## src/netstr_pkg.sv

```systemverilog
// shared types and constants for the netstring deframer
package netstr_pkg;

    localparam int unsigned CFG_INDEX_W = 1;
    localparam int unsigned CFG_DATA_W  = 3;
    localparam int unsigned LENGTH_W    = 20;

    localparam logic [CFG_INDEX_W-1:0] REG_MAX_DIGITS = 1'd0;
    localparam logic [CFG_INDEX_W-1:0] REG_SKIP_NL    = 1'd1;

    localparam logic [2:0] MAX_DIGITS_RESET = 3'd6;
    localparam logic [2:0] HARD_DIGIT_LIMIT = 3'd6;

    localparam logic [7:0] CHAR_COLON   = 8'h3a;
    localparam logic [7:0] CHAR_COMMA   = 8'h2c;
    localparam logic [7:0] CHAR_NEWLINE = 8'h0a;
    localparam logic [7:0] CHAR_ZERO    = 8'h30;
    localparam logic [7:0] CHAR_NINE    = 8'h39;

    localparam logic [2:0] ERR_NONE      = 3'd0;
    localparam logic [2:0] ERR_TOO_LONG  = 3'd1;
    localparam logic [2:0] ERR_LEAD_ZERO = 3'd2;
    localparam logic [2:0] ERR_BAD_CHAR  = 3'd3;
    localparam logic [2:0] ERR_BAD_TAIL  = 3'd4;
    localparam logic [2:0] ERR_MISSING   = 3'd5;

    typedef struct packed {
        logic [7:0] byte_value;
        logic       last_in_buffer;
    } byte_item_t;

    typedef struct packed {
        logic       payload_valid;
        logic [7:0] payload_byte;
        logic       string_done;
        logic [2:0] error_code;
    } result_item_t;

endpackage

```

## src/netstring_deframer_core.sv

```systemverilog
// netstring deframer top level: byte input register, parser, result register
// Takes one byte per cycle while byte_stall is low and gives exactly one result
// per byte. The byte is held in an input register, the parser state and the
// header length (a 20-bit shift-and-add times ten) are updated by a single level
// of logic, and the result lands in an output register, so a new byte can be
// accepted while a finished result waits to be taken if the input register is
// free. byte_stall rises only when both registers hold a transaction and the
// result side is stalled. Configuration is written through cfg_valid/cfg_ready,
// which is always ready, and must only be written while the block is idle.
module netstring_deframer_core
(
    input  logic                                 clk,
    input  logic                                 rst_n,
    input  logic                                 byte_valid,
    output logic                                 byte_stall,
    input  netstr_pkg::byte_item_t               byte_data,
    output logic                                 result_valid,
    input  logic                                 result_stall,
    output netstr_pkg::result_item_t             result_data,
    input  logic                                 cfg_valid,
    output logic                                 cfg_ready,
    input  logic [netstr_pkg::CFG_INDEX_W-1:0]   cfg_index,
    input  logic [netstr_pkg::CFG_DATA_W-1:0]    cfg_data
);

    typedef enum logic [1:0]
    {
        MODE_HEADER,
        MODE_PAYLOAD,
        MODE_TAIL,
        MODE_DISCARD
    } mode_t;

    mode_t                             mode_reg, mode_next;
    logic [2:0]                        digit_count_reg, digit_count_next;
    logic                              lead_zero_reg, lead_zero_next;
    logic [netstr_pkg::LENGTH_W-1:0]   remaining_reg, remaining_next;
    logic                              started_reg, started_next;
    logic [2:0]                        max_digits_reg;
    logic                              skip_nl_reg;
    logic                              stage_valid_reg;
    netstr_pkg::byte_item_t            stage_reg;
    logic                              result_valid_reg;
    netstr_pkg::result_item_t          result_reg, result_next;

    logic                              result_load;
    logic                              advance;
    logic                              stage_load;
    logic [2:0]                        limit;
    logic [7:0]                        digit_diff;
    logic [3:0]                        digit_val;
    logic [netstr_pkg::LENGTH_W-1:0]   times_ten;
    logic [netstr_pkg::LENGTH_W-1:0]   remaining_dec;
    logic [7:0]                        b;

    assign result_load  = !result_valid_reg || !result_stall;
    assign advance      = stage_valid_reg && result_load;
    assign byte_stall   = stage_valid_reg && !result_load;
    assign stage_load   = byte_valid && !byte_stall;
    assign cfg_ready    = 1'b1;
    assign result_valid = result_valid_reg;
    assign result_data  = result_reg;

    assign b             = stage_reg.byte_value;
    assign digit_diff    = b - netstr_pkg::CHAR_ZERO;
    assign digit_val     = digit_diff[3:0];
    assign times_ten     = {remaining_reg[netstr_pkg::LENGTH_W-4:0], 3'b000}
                         + {remaining_reg[netstr_pkg::LENGTH_W-2:0], 1'b0}
                         + {{(netstr_pkg::LENGTH_W-4){1'b0}}, digit_val};
    assign remaining_dec = remaining_reg - {{(netstr_pkg::LENGTH_W-1){1'b0}}, 1'b1};

    always_comb
    begin
        limit = max_digits_reg;
        if (limit == 3'd0)
        begin
            limit = 3'd1;
        end
        else if (limit > netstr_pkg::HARD_DIGIT_LIMIT)
        begin
            limit = netstr_pkg::HARD_DIGIT_LIMIT;
        end
    end

    always_comb
    begin
        mode_next        = mode_reg;
        digit_count_next = digit_count_reg;
        lead_zero_next   = lead_zero_reg;
        remaining_next   = remaining_reg;
        started_next     = started_reg;
        result_next      = '0;

        case (mode_reg)
            MODE_HEADER:
            begin
                if (b == netstr_pkg::CHAR_COLON)
                begin
                    digit_count_next = 3'd0;
                    lead_zero_next   = 1'b0;
                    mode_next        = (remaining_reg == '0) ? MODE_TAIL : MODE_PAYLOAD;
                end
                else if (b inside {[netstr_pkg::CHAR_ZERO:netstr_pkg::CHAR_NINE]})
                begin
                    if (digit_count_reg >= limit)
                    begin
                        result_next.error_code = netstr_pkg::ERR_TOO_LONG;
                    end
                    else if (lead_zero_reg)
                    begin
                        result_next.error_code = netstr_pkg::ERR_LEAD_ZERO;
                    end
                    else
                    begin
                        if (digit_count_reg == 3'd0 && b == netstr_pkg::CHAR_ZERO)
                        begin
                            lead_zero_next = 1'b1;
                        end
                        remaining_next   = times_ten;
                        digit_count_next = digit_count_reg + 3'd1;
                    end
                end
                else if (!(b == netstr_pkg::CHAR_NEWLINE && skip_nl_reg))
                begin
                    result_next.error_code = netstr_pkg::ERR_BAD_CHAR;
                end
            end
            MODE_PAYLOAD:
            begin
                result_next.payload_valid = 1'b1;
                result_next.payload_byte  = b;
                started_next              = 1'b1;
                remaining_next            = remaining_dec;
                if (remaining_dec == '0)
                begin
                    mode_next = MODE_TAIL;
                end
            end
            MODE_TAIL:
            begin
                if (b == netstr_pkg::CHAR_COMMA)
                begin
                    result_next.string_done = 1'b1;
                    mode_next               = MODE_HEADER;
                    digit_count_next        = 3'd0;
                    lead_zero_next          = 1'b0;
                    remaining_next          = '0;
                    started_next            = 1'b0;
                end
                else
                begin
                    result_next.error_code = netstr_pkg::ERR_BAD_TAIL;
                end
            end
            default:
            begin
            end
        endcase

        if (result_next.error_code != netstr_pkg::ERR_NONE)
        begin
            mode_next = MODE_DISCARD;
        end
        else if (stage_reg.last_in_buffer && mode_next != MODE_DISCARD && started_next)
        begin
            result_next.error_code = netstr_pkg::ERR_MISSING;
        end

        if (stage_reg.last_in_buffer)
        begin
            mode_next        = MODE_HEADER;
            digit_count_next = 3'd0;
            lead_zero_next   = 1'b0;
            remaining_next   = '0;
            started_next     = 1'b0;
        end
    end

    always_ff @(posedge clk or negedge rst_n)
    begin
        if (!rst_n)
        begin
            mode_reg         <= MODE_HEADER;
            digit_count_reg  <= 3'd0;
            lead_zero_reg    <= 1'b0;
            remaining_reg    <= '0;
            started_reg      <= 1'b0;
            max_digits_reg   <= netstr_pkg::MAX_DIGITS_RESET;
            skip_nl_reg      <= 1'b1;
            stage_valid_reg  <= 1'b0;
            stage_reg        <= '0;
            result_valid_reg <= 1'b0;
            result_reg       <= '0;
        end
        else
        begin
            if (cfg_valid && cfg_ready)
            begin
                case (cfg_index)
                    netstr_pkg::REG_MAX_DIGITS: max_digits_reg <= cfg_data;
                    netstr_pkg::REG_SKIP_NL:    skip_nl_reg    <= cfg_data[0];
                    default:
                    begin
                    end
                endcase
            end

            if (stage_load)
            begin
                stage_reg <= byte_data;
            end
            if (stage_load || advance)
            begin
                stage_valid_reg <= stage_load;
            end

            if (result_load)
            begin
                result_valid_reg <= advance;
            end
            if (advance)
            begin
                result_reg      <= result_next;
                mode_reg        <= mode_next;
                digit_count_reg <= digit_count_next;
                lead_zero_reg   <= lead_zero_next;
                remaining_reg   <= remaining_next;
                started_reg     <= started_next;
            end
        end
    end

    // parser always restarts after the last byte of a buffer
    assert property (@(posedge clk) disable iff (!rst_n)
        advance && stage_reg.last_in_buffer
        |=> mode_reg == MODE_HEADER && remaining_reg == '0 && !started_reg)
        else $error("parser not cleared after end of buffer");

    // input side only stalls behind a held result
    assert property (@(posedge clk) disable iff (!rst_n)
        byte_stall |-> stage_valid_reg && result_valid_reg && result_stall)
        else $error("input stalled without a held result");

    // a payload byte never commits a string or carries a header fault
    assert property (@(posedge clk) disable iff (!rst_n)
        result_valid && result_data.payload_valid
        |-> !result_data.string_done
            && (result_data.error_code == netstr_pkg::ERR_NONE
                || result_data.error_code == netstr_pkg::ERR_MISSING))
        else $error("payload byte with commit or header fault");

    // header digit count stays within the hard limit
    assert property (@(posedge clk) disable iff (!rst_n)
        digit_count_reg <= netstr_pkg::HARD_DIGIT_LIMIT)
        else $error("digit count beyond limit");

endmodule
```

## config.mk

```make
export PLATFORM = sky130hd
export DESIGN_NAME = netstring_deframer_core
export DESIGN_NICKNAME = d
export VERILOG_FILES = /design/src/netstr_pkg.sv /design/src/netstring_deframer_core.sv
export SDC_FILE = /design/constraint.sdc
export NUM_CORES = 1
export LEC_CHECK = 0
export BUFFER_PORTS_ARGS = -buffer_cell sky130_fd_sc_hd__buf_2
export CAP_MARGIN = 10
export CORE_ASPECT_RATIO = 2
export CORE_MARGIN = 10
export CORE_UTILIZATION = 55
export DETAILED_ROUTE_END_ITERATION = 6
export PLACE_DENSITY_LB_ADDON = 0.15
export SKIP_LAST_GASP = 1
export SLEW_MARGIN = 40
export SYNTH_ARGS = -nofsm -noshare
export SYNTH_HDL_FRONTEND = slang
export SYNTH_SLANG_ARGS = --single-unit
```

## constraint.sdc

```tcl
create_clock -name clk -period 7.2 [get_ports clk]
set_input_delay 1.08 -clock clk [delete_from_list [all_inputs] [get_ports clk]]
set_output_delay 1.08 -clock clk [all_outputs]
set_load 0.05 [all_outputs]
```

### After elaboration in Yosys (flattened, before gate mapping)

Cells that the tools add are included.

| word-level totals | value |
|---|---|
| output and inout port bits | 16 |
| bits of input ports | 18 |
| flip-flop bits (word level) | 55 |

| cells by class | value |
|---|---|
| multiplexer cells | 46 |
| bitwise gates (word level) | 1 |
| reductions and logical operators | 27 |
| eq/ne operators | 15 |
| order comparisons | 4 |
| $add $sub $neg | 5 |

Operator list:

| kind | number |
|---|---|
| 20-bit two-way mux | 6 |
| 20-bit case mux with 3 select lines | 1 |
| 20-bit logical NOT | 2 |
| 3-bit two-way mux | 13 |
| 8-bit by 6-bit equality test with 1-bit output (second input constant) | 3 |
| 20-bit adder | 1 |
| 20-bit by 4-bit adder with 20-bit output | 1 |
| 20-bit by 1-bit subtractor with 20-bit output (second input constant) | 1 |
| 2-bit two-way mux | 9 |
| 3-bit inequality test (second input constant) | 5 |
| 4-bit inequality test (second input constant) | 3 |
| 3-bit case mux with 2 select lines | 2 |
| 1-bit two-way mux | 11 |
| 9-bit two-way mux | 1 |
| 8-bit by 4-bit equality test with 1-bit output (second input constant) | 1 |
| 8-bit by 6-bit >= comparator with 1-bit output (second input constant) | 1 |
| 8-bit by 6-bit less-or-equal comparator with 1-bit output (second input constant) | 1 |
| 1-bit logical AND | 8 |
| 7-bit AND reduction | 1 |
| 3-bit logical NOT | 2 |
| 2-bit case mux with 3 select lines | 1 |
| 6-bit AND reduction | 1 |
| 3-bit nonzero test | 2 |
| 5-bit AND reduction | 1 |
| other kinds (14) | 20 |

### Logic depth before layout (Yosys ltp)

| logic depth | value |
|---|---|
| depth after elaboration | 11 |
| mapped depth | 11 |

### Worst setup path after synthesis

Ideal clock, no wire load.

| timing | value |
|---|---|
| path kind | reg2reg |
| from | register remaining_reg[0] (netlist bit) |
| to | register remaining_reg[18] (netlist bit) |
| arrival | 2912 ps |
| library setup time | 131 ps |
| data required time | 7069 ps |
| path slack | 4156 ps |
| cell stages (with the launch flop) | 10 |
| cell sequence | dfrtp_1 -> fa_1 -> ha_1 -> nor2b_1 -> o31ai_1 -> a211oi_1 -> or4_1 -> a31oi_1 -> mux2i_1 -> or3_1 |

| on the way | value |
|---|---|
| word-level cells in the longest chain between the ends | 8 |

Ends and longest elaborated chain:

| what | RTL line | text |
|---|---|---|
| start, declared | netstring_deframer_core.sv:37 | `logic [netstr_pkg::LENGTH_W-1:0] remaining_reg, remaining_next;` |
| start signal, assigned | netstring_deframer_core.sv:227 | `remaining_reg <= remaining_next;` |
| 20-bit adder | netstring_deframer_core.sv:68 | `+ {remaining_reg[netstr_pkg::LENGTH_W-2:0], 1'b0}` |
| 20-bit by 4-bit adder with 20-bit output | netstring_deframer_core.sv:69 | `+ {{(netstr_pkg::LENGTH_W-4){1'b0}}, digit_val};` |
| 20-bit two-way mux | netstring_deframer_core.sv:109 | `else if (lead_zero_reg)` |
| 20-bit two-way mux | netstring_deframer_core.sv:105 | `if (digit_count_reg >= limit)` |
| 20-bit two-way mux | netstring_deframer_core.sv:103 | `else if (b inside {[netstr_pkg::CHAR_ZERO:netstr_pkg::CHAR_NINE]})` |
| 20-bit two-way mux | netstring_deframer_core.sv:97 | `if (b == netstr_pkg::CHAR_COLON)` |
| 20-bit case mux with 3 select lines * | netstring_deframer_core.sv:94 | `case (mode_reg)` |
| 20-bit two-way mux * | netstring_deframer_core.sv:169 | `if (stage_reg.last_in_buffer)` |

Every way passes the cells marked *; elsewhere a longest branch is shown, timed or not. The select of a mux whose other input is x is not followed.
A chain may end at the register's enable or synchronous reset.

### Worst setup path after layout

| timing | value |
|---|---|
| from | register max_digits_reg[2] |
| to | register remaining_reg[2] (netlist bit) |

| on the way | value |
|---|---|
| word-level cells in the longest chain between the ends | 6 |

Ends and longest elaborated chain:

| what | RTL line | text |
|---|---|---|
| start, declared | netstring_deframer_core.sv:39 | `logic [2:0] max_digits_reg;` |
| start signal, assigned | netstring_deframer_core.sv:188 | `max_digits_reg <= netstr_pkg::MAX_DIGITS_RESET;` |
| start signal, assigned | netstring_deframer_core.sv:200 | `netstr_pkg::REG_MAX_DIGITS: max_digits_reg <= cfg_data;` |
| 3-bit greater-than comparator | netstring_deframer_core.sv:79 | `else if (limit > netstr_pkg::HARD_DIGIT_LIMIT)` |
| 3-bit two-way mux | netstring_deframer_core.sv:79 |  |
| 3-bit two-way mux * | netstring_deframer_core.sv:75 | `if (limit == 3'd0)` |
| 3-bit >= comparator * | netstring_deframer_core.sv:105 |  |
| 3-bit inequality test (no line) * | n/a |  |
| 7-bit AND reduction (no line) * | n/a |  |

Every way passes the cells marked *; elsewhere a longest branch is shown, timed or not.

==> summary.txt <==
Core region area - 7940 um2
H-tree Lvls - 2
Setup TNS Final - 0 ps
Fin. max-slew vios - 0
Fmax - 283 MHz
N_diodes - 0
Top_reg_cell synth - dfrtp_1
Fin crit share - 49.1%
Layout cells sized above 1 - 12.9%
Layout area overhead - 8.15%
Synth top area cells - dfrtp_1 29%, ha_1 12%, nand2_1 5.0%
I/O pin count - 34
Peak VDD IR - 0.220 mV
Sequential cell area fraction in the yosys report - 30.6%
Hold violation count in the final report - 0
Switching portion of total power - 51.6%
Buf/Inv on CP - 2
Crit-path leading delay family - compound AO/OA/AOI/OAI gates
Share of power burned in registers - 25.1%
Reg2Reg Setup Slack - 3670 ps
Measured slew at the worst slew-check pin - 841 ps
Power Dens Cells - 471 nW/um2
TritonCTS sink count - 55
Hold-fix buffers, CTS - 0
Max cap viols - 0
Fin cells - 637
Mean post-synth cell area - 8.73 um2
Leak pwr - 2.32 nW
R2R depth - 11
Pint - 1.11 mW
Register area - 1380 um2
Post-synth EDFFs - 0
Die area - 12400 um2
Worst Setup End Kind - flop
Fillers - 701
Initial Utilization - 56.8%
Status - finished, final reports clean
Class of the worst hold path - flop to flop
Post-DR vias/cell - 6.61
Crit path time final - 3530 ps
Clock Latency Late Sink - 300 ps
Total wire length - 12900 um
Top-count cell post-synth - nand2_1
Critical Path RT - 7430 ps
Layout Nets - 605
Inst Count DP - 629
Hold path depth - 2
Worst Path Max Fanout - 19
Routed Antenna Nets - 0
Worst-path cell chain - inv_1 -> maj3_1 -> ha_1 -> nand2b_1 -> a21o_1 -> a2111oi_2 -> o21a_1 -> o21ai_1 -> buf_4 -> nor2_1 -> a22o_1
Final setup vio count - 0
Ys async rst share - 100%
Post-synthesis cell type count - 74
Max Clock Skew - 6.71 ps
Routability cong. - 0.983
Gate power share - 62.9%
DRC viols - 0
Reg2reg end - remaining_reg[2]$_DFFE_PN0P_
Mapped Area - 4510 um2
DRT iter0 DRCs - 300
Die Wd - 84.0 um
Hold endpoint - result_data[9]$_DFFE_PN0P_
Clock slew seen by the registers of the worst setup and hold paths - 70 ps
Critical Path AT - 3760 ps
Number of flip-flops in the largest register - 20
CP peak stage delay - 520 ps
Area leader, netlist - dfrtp_1
First-pass iteration count of the detailed router - 5
CTS root buf - clkbuf_16
Vias - 4211
Area of the multi-input gates - 2960 um2
Psw - 1.19 mW
RSZ-0062 raised after global routing - no
Synth top cells by count - 60 x nand2_1, 52 x dfrtp_1, 45 x ha_1
CP Launch Type - flop
R2R Path Start - max_digits_reg[2]$_DFFE_PN1P_
Hold path startpoint - result_data[9]$_DFFE_PN0P_
Critical-path top delay cell - dfstp_2
Row Count - 46
DP HPWL - 10000 um
Initial antenna violation count - 0
First-pass GRT wire length - 21300 um
Syn Inst Count - 517
Largest net degree at the start of global routing - 56
Total track usage - 20.5%
Average wire per standard cell - 20.3 um
CTS buffer count - 5
CTS max path bufs - 2
Total grt overflow - 0
Post-CTS Setup Inserts - 0
Post-CTS sizing - 0
Port Buffers - 32
Yosys warns - 0
Max_slew headroom - 43.9%
Crit Path Class - flop to flop
Vias in the first global route - 4344
CTS tree - yes
DIE HEIGHT - 148 um
Clk network pwr share - 12.0%
Mapped Nets - 582
Top cell type's share of synthesized area - 28.8%
Yosys reg bits - 55
[worst reg2reg max path: cells and delay by family (launching register included)]
kind                     cells  cell delay, ps
AO/OA/AOI/OAI                5            1370
adder cells (fa/ha/maj)      2             660
buffers and inverters        2             300
flip-flops                   1             520
AND/OR/NAND/NOR              2             620
[per-stage QoR]
step                worst slack [ps]  hold slack, ps  utilization, %  power (mW)  instance area (um2)
floorplan                       4160             449               -        1.65                 4510
global placement                3770             444            59.3        1.96                 4710
detailed placement              3730             450            59.3        2.00                 4710
CTS                             3700             466            61.4        2.28                 4880
global route                    3490             489            61.4        2.47                 4880
finish                          3670             460            61.4        2.30                 4880
[worst max path at each step]
stage,slack (ps),from,cells after the start,end
2_1_floorplan,4160,remaining_reg[0]$_DFFE_PN0P_,9,remaining_reg[18]$_DFFE_PN0P_
3_3_place_gp,3770,max_digits_reg[2]$_DFFE_PN1P_,11,remaining_reg[2]$_DFFE_PN0P_
3_5_place_dp,3730,max_digits_reg[2]$_DFFE_PN1P_,11,remaining_reg[6]$_DFFE_PN0P_
4_1_cts,3700,max_digits_reg[2]$_DFFE_PN1P_,11,remaining_reg[2]$_DFFE_PN0P_
5_1_grt,3490,max_digits_reg[1]$_DFFE_PN1P_,11,remaining_reg[2]$_DFFE_PN0P_
6_report,3670,max_digits_reg[2]$_DFFE_PN1P_,11,remaining_reg[2]$_DFFE_PN0P_
[cells in the final DEF, fill, tap and decap left out, types with 6 or more instances in the layout]
cell / synthesis / layout
o21a_1: 9 / 9
o31ai_1: 10 / 10
inv_1: 19 / 19
nand3_1: 25 / 25
nor3_1: 15 / 15
a21o_1: 7 / 7
mux2_2: 11 / 11
xor2_1: 6 / 6
and3_1: 8 / 8
nand2_1: 60 / 60
xnor2_1: 10 / 10
a21oi_1: 23 / 23
a22o_1: 9 / 9
nand2b_1: 9 / 9
ha_1: 45 / 45
o21ai_0: 31 / 31
or3_1: 7 / 7
dfrtp_1: 52 / 52
nor2_1: 34 / 34
buf_2: 3 / 32
[layout make-up]
type	instances	area share, %
multi-input combinational	424	60.6
sequential	55	28.3
timing repair buffer	35	3.74
clock buffer	6	2.64
tap	96	2.46
inverter	19	1.46
clock inverter	2	0.769
[power groups by stage]
stage / clock [mW] / combinational (mW) / sequential [mW]
floorplan: 0 / 1.05 / 0.603
global placement: 0 / 1.39 / 0.569
detailed placement: 0 / 1.43 / 0.575
CTS: 0.280 / 1.43 / 0.570
global route: 0.293 / 1.59 / 0.592
finish: 0.277 / 1.45 / 0.576
[logic make-up after synthesis]
kind of cell	count (synthesis)	share of synthesized area (%)
buf+inv	38	3.83
mux	13	3.19
fa+ha+maj	48	13.6
simple gates	205	23.7
other cells	1	0.0831
flops	55	30.6
compound gates	141	21.9
xor+xnor	16	3.11
[layer usage]
metal	vias up	share of wire (%)	GRT usage (%)
li1	1971	-	-
met1	2030	35	19.6
met2	157	54	38.6
met3	53	4.8	3.12
met4	0	6.1	13.8
met5	-	0	0
Power figures use the tool's default switching activity.
